**config.mk**
```make
export PLATFORM = sky130hd
export DESIGN_NAME = stqi_ctrl
export DESIGN_NICKNAME = d
export VERILOG_FILES = /design/src/sv/stqi_pkg.sv /design/src/sv/stqi_ctrl.sv
export SDC_FILE = /design/constraint.sdc
export NUM_CORES = 1
export LEC_CHECK = 0
export ABC_CLOCK_PERIOD_IN_PS = 2610
export BUFFER_PORTS_ARGS = -buffer_cell sky130_fd_sc_hd__clkbuf_2
export CAP_MARGIN = 20
export CORE_MARGIN = 1.5
export CORE_UTILIZATION = 25
export CTS_CLUSTER_DIAMETER = 40
export DETAILED_ROUTE_END_ITERATION = 10
export PLACE_DENSITY_LB_ADDON = 0.05
export SLEW_MARGIN = 25
export SYNTH_ARGS = -nofsm -noshare
export SYNTH_HDL_FRONTEND = slang
export SYNTH_SLANG_ARGS = --single-unit
```
**constraint.sdc**
```tcl
create_clock -name clk_i -period 2.61 [get_ports clk_i]
set_clock_uncertainty 0.1 [all_clocks]
set_input_delay 0.3915 -clock clk_i [delete_from_list [all_inputs] [get_ports clk_i]]
set_output_delay 0.3915 -clock clk_i [all_outputs]
set_load 0.005 [all_outputs]
```
**src/sv/stqi_pkg.sv**
```systemverilog
package stqi_pkg;

  localparam int unsigned TABLE_DEPTH = 64;

  // lagrange term arithmetic widths
  localparam int unsigned NUM_W = 96;
  localparam int unsigned QR_W = NUM_W + 1;
  localparam int unsigned ACC_W = NUM_W + 3;
  localparam int unsigned DIV_CNT_W = 7;

  localparam logic [1:0] OP_QUERY = 2'd0;
  localparam logic [1:0] OP_APPEND = 2'd1;
  localparam logic [1:0] OP_PREPEND = 2'd2;
  localparam logic [1:0] OP_NONE = 2'd3;

  typedef enum logic [2:0] {
    ST_OK    = 3'd0,
    ST_RANGE = 3'd1,
    ST_FULL  = 3'd2,
    ST_ORDER = 3'd3,
    ST_FEW   = 3'd4
  } status_e;

  typedef enum logic [1:0] {
    RD_FIRST = 2'd0,
    RD_LAST  = 2'd1,
    RD_NEXT  = 2'd2
  } rd_sel_e;

  typedef enum logic [1:0] {
    RES_ZERO = 2'd0,
    RES_RD   = 2'd1,
    RES_HIT  = 2'd2,
    RES_LAG  = 2'd3
  } res_sel_e;

  typedef struct packed {
    logic     latch;
    logic     rd_en;
    rd_sel_e  rd_sel;
    logic     scan_clr;
    logic     scan_inc;
    logic     wr_en;
    logic     lag_start;
    logic     res_load;
    res_sel_e res_sel;
    status_e  res_st;
  } dp_cmd_t;

  typedef struct packed {
    logic is_load;
    logic is_append;
    logic query_act;
    logic full;
    logic empty;
    logic few;
    logic x_lt;
    logic x_eq;
    logic x_gt;
    logic ord_bad;
    logic found;
    logic hit;
    logic scan_ge2;
    logic scan_last;
    logic lag_done;
  } dp_stat_t;

  // magnitude of a 33-bit two's complement difference of two unsigned words
  function automatic logic [31:0] mag33(input logic [32:0] v);
    logic [32:0] n;
    n = ~v + 33'd1;
    return v[32] ? n[31:0] : v[31:0];
  endfunction

endpackage

```
**src/sv/stqi_ctrl.sv**
```systemverilog
module stqi_ctrl (
  input  logic               clk_i,
  input  logic               rst_ni,
  input  logic               start,
  output logic               busy,
  input  stqi_pkg::dp_stat_t stat_i,
  output stqi_pkg::dp_cmd_t  cmd_o
);

  typedef enum logic [6:0] {
    S_IDLE   = 7'b0000001,
    S_DISP   = 7'b0000010,
    S_LCHK   = 7'b0000100,
    S_QFIRST = 7'b0001000,
    S_QLAST  = 7'b0010000,
    S_SCAN   = 7'b0100000,
    S_LAG    = 7'b1000000
  } state_e;

  state_e state_q, state_d;

  always_comb begin
    state_d = state_q;
    cmd_o = '0;
    cmd_o.rd_sel = stqi_pkg::RD_FIRST;
    cmd_o.res_sel = stqi_pkg::RES_ZERO;
    cmd_o.res_st = stqi_pkg::ST_OK;
    unique case (state_q)
      S_IDLE: begin
        if (start) begin
          cmd_o.latch = 1'b1;
          state_d = S_DISP;
        end
      end
      S_DISP: begin
        priority if (stat_i.is_load && stat_i.full) begin
          cmd_o.res_load = 1'b1;
          cmd_o.res_st = stqi_pkg::ST_FULL;
        end else if (stat_i.is_load && stat_i.empty) begin
          cmd_o.wr_en = 1'b1;
          cmd_o.res_load = 1'b1;
        end else if (stat_i.is_load) begin
          cmd_o.rd_en = 1'b1;
          cmd_o.rd_sel = stat_i.is_append ? stqi_pkg::RD_LAST : stqi_pkg::RD_FIRST;
          state_d = S_LCHK;
        end else if (stat_i.query_act && stat_i.few) begin
          cmd_o.res_load = 1'b1;
          cmd_o.res_st = stqi_pkg::ST_FEW;
        end else if (stat_i.query_act) begin
          cmd_o.rd_en = 1'b1;
          state_d = S_QFIRST;
        end else begin
          cmd_o.res_load = 1'b1;
        end
      end
      S_LCHK: begin
        cmd_o.res_load = 1'b1;
        if (stat_i.ord_bad) cmd_o.res_st = stqi_pkg::ST_ORDER;
        else cmd_o.wr_en = 1'b1;
      end
      S_QFIRST: begin
        priority if (stat_i.x_lt) begin
          cmd_o.res_load = 1'b1;
          cmd_o.res_st = stqi_pkg::ST_RANGE;
        end else if (stat_i.x_eq) begin
          cmd_o.res_load = 1'b1;
          cmd_o.res_sel = stqi_pkg::RES_RD;
        end else begin
          cmd_o.rd_en = 1'b1;
          cmd_o.rd_sel = stqi_pkg::RD_LAST;
          state_d = S_QLAST;
        end
      end
      S_QLAST: begin
        priority if (stat_i.x_gt) begin
          cmd_o.res_load = 1'b1;
          cmd_o.res_st = stqi_pkg::ST_RANGE;
        end else if (stat_i.x_eq) begin
          cmd_o.res_load = 1'b1;
          cmd_o.res_sel = stqi_pkg::RES_RD;
        end else begin
          cmd_o.rd_en = 1'b1;
          cmd_o.rd_sel = stqi_pkg::RD_FIRST;
          cmd_o.scan_clr = 1'b1;
          state_d = S_SCAN;
        end
      end
      S_SCAN: begin
        priority if (stat_i.scan_ge2 && stat_i.found) begin
          cmd_o.lag_start = 1'b1;
          state_d = S_LAG;
        end else if (stat_i.scan_ge2 && stat_i.hit) begin
          cmd_o.res_load = 1'b1;
          cmd_o.res_sel = stqi_pkg::RES_HIT;
        end else if (stat_i.scan_last) begin
          // no enclosing triple: fall back to the last three points
          cmd_o.lag_start = 1'b1;
          state_d = S_LAG;
        end else begin
          cmd_o.scan_inc = 1'b1;
          cmd_o.rd_en = 1'b1;
          cmd_o.rd_sel = stqi_pkg::RD_NEXT;
        end
      end
      S_LAG: begin
        if (stat_i.lag_done) begin
          cmd_o.res_load = 1'b1;
          cmd_o.res_sel = stqi_pkg::RES_LAG;
        end
      end
      default: state_d = S_IDLE;
    endcase
    if (cmd_o.res_load) state_d = S_IDLE;
  end

  always_ff @(posedge clk_i or negedge rst_ni) begin
    if (!rst_ni) begin
      state_q <= S_IDLE;
    end else begin
      state_q <= state_d;
    end
  end

  assign busy = (state_q != S_IDLE);

endmodule

```
==> flow_metrics.env, run 1 <==
export IMPL_crit_start="state_q[4]$_DFFE_PN0P_"
export IMPL_end_kind="primary output"
export IMPL_swShare_pct=38.1
export IMPL_worst_pin_slew_ns=0.519
export IMPL_path_clk_slew_ns=0.05
export IMPL_critical_path_class="reg2out"
export IMPL_clock_fmax_mhz=389
export IMPL_grt_max_degree=9
export IMPL_port_buffer_count=32
export IMPL_seq_area_frac_synth_pct=27.0
export IMPL_syn_area_um2=654
export IMPL_peakVddDrop_uv=338
export IMPL_p_per_area_mw_per_mm2=509
export IMPL_setup_ws_ns=0.0405
export IMPL_dieWidth_um=54.2
export IMPL_cts_made_buffers=3
export IMPL_drtAntennaViolNets=0
export IMPL_tritoncts="done"
export IMPL_maxCapViolations=0
export IMPL_regArea_um2=178
export IMPL_rsz0062_at_grt="yes"
export IMPL_synth_top_area_share_pct=22.9
export IMPL_nNetsFinal=143
export IMPL_synth_seq_cells=7
export IMPL_dp_hpwl_um=1610
export IMPL_async_flop_share_pct=100
export IMPL_first_iter_violations=18
export IMPL_h_tree_depth=1
export IMPL_r2r_cells=7
export IMPL_outcome="completed"
export IMPL_ys_top_cells_by_area="dfrtp_1, nand2_1, nor3_1, nor2_1, dfstp_2"
export IMPL_largestRegisters="state_q (7)"
export IMPL_multi_input_area_um2=478
export IMPL_start_util_pct=26.4
export IMPL_gp_congestion=0.765
export IMPL_remaining_drc_errors=0
export IMPL_areaGrowthSynthToFinish_pct=47.2
export IMPL_r2r_start="state_q[4]$_DFFE_PN0P_"
export IMPL_finalMaxSlewViolations=0
export IMPL_synth_top_area_cell="dfrtp_1"
export IMPL_timing_critical_path_arrival_ns=2.08
export IMPL_first_pass_iters=4
export IMPL_relSlewSlack_pct=65.1
export IMPL_viasPerCell=4.97
export IMPL_antenna_found_initial=0
export IMPL_p_int_uw=303
export IMPL_power_frac_comb_pct=48.9
export IMPL_cts_root_buffer="clkbuf_4"
export IMPL_final_area_um2=963
export IMPL_cp_start_kind="flip-flop"
export IMPL_dieArea_mm2=0.00293
export IMPL_core_area_mm2=0.00248
export IMPL_synth_edf_count=0
export IMPL_crit_fanout=3
export IMPL_hold_viol=0
export IMPL_crit_slowest_cell="or4b_4"
export IMPL_cp_buffers_inverters=1
export IMPL_r2r_slack_ns=0.60
export IMPL_crit_path_max_incr_delay_ns=0.57
export IMPL_tns_ns=0
export IMPL_antenna_cells=0
export IMPL_drive_above_1_share_pct=44.4
export IMPL_utilization_pct=38.9
export IMPL_fillers=291
export IMPL_yosys_cell_count_top_type="nand2_1"
export IMPL_cp_top_family="simple AND/OR/NAND/NOR gates"
export IMPL_die_h_um=54.2
export IMPL_gr_total_overflow=0
export IMPL_wire_per_inst_um=12.1
export IMPL_p_leak_nw=0.439
export IMPL_io_pins=33
export IMPL_wl_um=1870
export IMPL_synth_warnings=0
export IMPL_largest_reg_flops=7
export IMPL_r2r_end="state_q[5]$_DFFE_PN0P_"
export IMPL_num_vias=765
export IMPL_pwr_share_clk_pct=19.6
export IMPL_hold_slack_ns=0.268
export IMPL_cp_cell_sequence="or4_4, or4b_4, nor2_4, or4_4, buf_6"
export IMPL_grt_pass1_wl_um=2790
export IMPL_grt_pass1_vias=601
export IMPL_critPathCapture="cmd_o[12]"
export IMPL_clock_latency_ns=0.24
export IMPL_worstPathRequired_ns=2.12
export IMPL_pwr_share_seq_pct=31.5
export IMPL_avgSynthCellArea_um2=7.98
export IMPL_crit_path_frequent_cell="or4_4"
export IMPL_top_register="state_q"
export IMPL_cp_num_cells=5
export IMPL_synth_nets=100
export IMPL_synth_flop_cell="dfrtp_1"
export IMPL_place_area_um2=877
export IMPL_synth_top_cells_by_count="nand2_1, nor2_1, dfrtp_1, nor3_1"
export IMPL_clk_path_buf_depth=2
export IMPL_layout_worst_path_cycle_share_pct=98.4
export IMPL_hold_path_class="in2reg"
export IMPL_clock_sinks=7
export IMPL_switching_power_uw=187
export IMPL_finalSetupViolCount=0
export IMPL_ys_types=39
export IMPL_grt_usage_pct=13.6
export IMPL_min_period_ns=2.57
export IMPL_pre_cts_ws_ns=0.230
export IMPL_synth_cells=82
export IMPL_num_rows=18
repair_timing:
item                                   4_1_cts  5_1_grt
setup endpoints to repair                    1        2
endpoints found under the hold margin        6        0
pin swaps                                    0        4
hold buffers                                 1        0
gates resized for setup                      2        6
buffers inserted                             2        0
worst min-delay path by stage:
stage | from | end | cells after the start
floorplan | rst_ni | state_q[1]$_DFFE_PN0P_ | 0
global placement | rst_ni | state_q[6]$_DFFE_PN0P_ | 1
detailed placement | rst_ni | state_q[6]$_DFFE_PN0P_ | 1
CTS | start | state_q[1]$_DFFE_PN0P_ | 2
global route | start | state_q[1]$_DFFE_PN0P_ | 2
finish | start | state_q[1]$_DFFE_PN0P_ | 2
through the flow:
stage	instances	power [mW]
3_3_place_gp	147	0.386
6_report	154	0.490
3_5_place_dp	147	0.381
4_1_cts	154	0.489
5_1_grt	154	0.530
2_1_floorplan	82	0.290
final cells by class:
cell class	count	area share [%]
Clock buffer	4	2.73
Inverter	4	1.56
Multi-Input combinational cell	69	49.6
Sequential cell	7	18.4
Tap cell	30	3.90
Timing Repair Buffer	40	23.8
cell usage in the layout, fill, tap and decap left out, drive strengths merged, types with 3 or more instances in the layout:
| cell | netlist | layout |
|---|---|---|
| nor2 | 8 | 8 |
| clkbuf | 0 | 35 |
| a21oi | 4 | 4 |
| nand2 | 11 | 11 |
| nor3 | 6 | 6 |
| nor4 | 3 | 3 |
| dfrtp | 6 | 6 |
| inv | 4 | 4 |
| o21ai | 3 | 3 |
| and2 | 3 | 3 |
| nand3b | 3 | 3 |
| buf | 2 | 8 |
cell families after synthesis:
group,after synthesis,synth area share [%]
AOI/OAI and AO/OA,20,22.9
and+or+nand+nor,49,45.9
DFF,7,27.0
buffers and inverters,6,4.21
power groups by stage:
stage          logic (mW)  clock network (mW)  registers, mW
2_1_floorplan       0.140                   0          0.150
3_3_place_gp        0.230                   0          0.156
3_5_place_dp        0.226                   0          0.156
4_1_cts             0.234               0.103          0.152
5_1_grt             0.265               0.109          0.156
6_report            0.240              0.0961          0.154
layer usage:
metal	wire, um	up-vias	global-route usage [%]
met4	14	0	7.50
met3	90	2	1.11
met1	821	352	18.0
li1	-	395	-
met5	0	-	0
met2	945	16	21.5
Power figures use the tool's default switching activity.
==> run 2: changes to the inputs <==
Settings changed: SETUP_SLACK_MARGIN set to 0.1.
==> run 2 against run 1 <==
Total power is 3.4% higher. Non-clock buffer count is 3 higher. Highest routed layer unchanged. Final cell count is 1.9% higher. Combinational power is 7% higher. Register-to-register slack worse by 0.15 ns. Clock power hardly changed. Clock-buffer cell count stayed put. Design area is 3.5% higher. Sequential power hardly changed. Sequential cell count stayed put. Sequential share of layout area is 0.62 points lower. Die area stayed put.
==> flow_metrics.env, run 2 (synthesis gave the netlist of run 1 again) <==
export IMPL_worstPathRequired_ns=2.12
export IMPL_utilization_pct=40.3
export IMPL_antenna_cells=0
export IMPL_layout_commonest_cell="clkbuf_2"
export IMPL_finalMaxSlewViolations=0
export IMPL_grt_usage_pct=13.6
export IMPL_critical_path_class="reg2out"
export IMPL_num_rows=18
export IMPL_grt_pass1_vias=603
export IMPL_largest_reg_flops=7
export IMPL_pwr_share_clk_pct=19.0
export IMPL_path_clk_slew_ns=0.05
export IMPL_gp_congestion=0.765
export IMPL_start_util_pct=26.4
export IMPL_crit_path_max_incr_delay_ns=0.57
export IMPL_largestRegisters="state_q (7)"
export IMPL_multi_input_area_um2=489
export IMPL_h_tree_depth=1
export IMPL_peakVddDrop_uv=335
export IMPL_drive_above_1_share_pct=46.5
export IMPL_nNetsFinal=146
export IMPL_p_leak_nw=0.460
export IMPL_dp_cells=147
export IMPL_end_kind="primary output"
export IMPL_first_pass_iters=4
export IMPL_regArea_um2=178
export IMPL_outcome="completed"
export IMPL_cp_cell_sequence="or4_4, or4b_4, nor2_4, or4_4, buf_6"
export IMPL_cp_top_family="simple AND/OR/NAND/NOR gates"
export IMPL_hold_path_class="in2reg"
export IMPL_power_frac_comb_pct=50.5
export IMPL_gr_total_overflow=0
export IMPL_relSlewSlack_pct=65.5
export IMPL_first_iter_violations=17
export IMPL_timing_critical_path_arrival_ns=2.08
export IMPL_min_period_ns=2.57
export IMPL_drtAntennaViolNets=0
export IMPL_clock_sinks=7
export IMPL_hold_slack_ns=0.268
export IMPL_top_register="state_q"
export IMPL_r2r_slack_ns=0.45
export IMPL_cp_start_kind="flip-flop"
export IMPL_grt_max_degree=9
export IMPL_clock_fmax_mhz=388
export IMPL_port_buffer_count=32
export IMPL_swShare_pct=37.7
export IMPL_switching_power_uw=191
export IMPL_cts_root_buffer="clkbuf_4"
export IMPL_cts_made_buffers=3
export IMPL_worst_pin_slew_ns=0.513
export IMPL_clock_latency_ns=0.24
export IMPL_layout_worst_path_cycle_share_pct=98.7
export IMPL_r2r_cells=8
export IMPL_p_per_area_mw_per_mm2=508
export IMPL_maxCapViolations=0
export IMPL_dp_hpwl_um=1610
export IMPL_antenna_found_initial=0
export IMPL_dieWidth_um=54.2
export IMPL_min_from="start"
export IMPL_mostFrequentLayoutCells="clkbuf_2, nand2_1, buf_4, nor2_1, dfrtp_1"
export IMPL_hold_path_depth=2
export IMPL_crit_path_frequent_cell="or4_4"
export IMPL_cp_buffers_inverters=1
export IMPL_rsz0062_at_grt="yes"
export IMPL_finalNonFillerCells=157
export IMPL_power_total_uw=507
export IMPL_clk_path_buf_depth=2
export IMPL_wire_per_inst_um=12.2
export IMPL_fillers=289
export IMPL_finalSetupViolCount=0
export IMPL_die_h_um=54.2
export IMPL_crit_slowest_cell="or4b_4"
export IMPL_grt_pass1_wl_um=2790
export IMPL_core_area_mm2=0.00248
export IMPL_r2r_end="state_q[5]$_DFFE_PN0P_"
export IMPL_num_vias=772
export IMPL_min_to="state_q[1]$_DFFE_PN0P_"
export IMPL_pwr_share_seq_pct=30.5
export IMPL_areaGrowthSynthToFinish_pct=52.4
export IMPL_io_pins=33
export IMPL_viasPerCell=4.92
export IMPL_dieArea_mm2=0.00293
export IMPL_hold_viol=0
export IMPL_r2r_start="state_q[4]$_DFFE_PN0P_"
export IMPL_wl_um=1920
export IMPL_remaining_drc_errors=0
export IMPL_crit_fanout=3
export IMPL_tritoncts="done"
export IMPL_p_int_uw=316
run 2: worst max path at each step:
| stage | from | cells past startpoint | to | slack [ns] |
|---|---|---|---|---|
| final | state_q[4]$_DFFE_PN0P_ | 5 | cmd_o[12] | 0.04 |
| after global routing | state_q[4]$_DFFE_PN0P_ | 5 | cmd_o[12] | -0.01 |
| after CTS | state_q[4]$_DFFE_PN0P_ | 5 | cmd_o[12] | 0.05 |
| after detailed placement | state_q[4]$_DFFE_PN0P_ | 5 | cmd_o[12] | 0.23 |
| after global placement | state_q[3]$_DFFE_PN0P_ | 5 | cmd_o[12] | 0.25 |
| after floorplan | state_q[3]$_DFFE_PN0P_ | 3 | cmd_o[2] | 0.44 |
run 2: per-layer routing:
metal  share of wire, %  up-vias  global-route usage [%]  wire length [um]
li1                   -      401                       -                 -
met1                 44      353                    18.0               848
met2                 51       16                    21.5               970
met3                4.4        2                    1.11                85
met4               0.73        0                    7.50                14
met5                  0        -                       0                 0
run 2: cell type report:
cell class / count / area share (%)
multi-input combinational: 69 / 49.1
timing repair buffer: 43 / 25.2
sequential: 7 / 17.8
tap: 30 / 3.76
clock buffer: 4 / 2.63
inverter: 4 / 1.51
run 2: metrics by stage:
step / setup TNS [ns] / area [um2] / setup slack [ns]
after detailed placement: 0 / 877 / 0.230
after global routing: -0.0138 / 997 / -0.0138
final: 0 / 997 / 0.0352
after global placement: 0 / 877 / 0.253
after CTS: 0 / 938 / 0.0458
after floorplan: 0 / 654 / 0.439
run 2: what timing repair did:
action	in CTS	in global routing
setup endpoints to repair	5	7
hold buffers	1	0
buffers inserted	2	3
pin swaps	0	7
hold endpoints to repair	6	0
cloned	0	0
resized for setup	3	9
run 2: power by group through the flow:
stage               clock [mW]  sequential, mW  combinational (mW)
global route             0.109           0.156               0.282
detailed placement           0           0.156               0.226
global placement             0           0.156               0.230
floorplan                    0           0.150               0.140
CTS                      0.103           0.152               0.236
finish                  0.0961           0.155               0.256
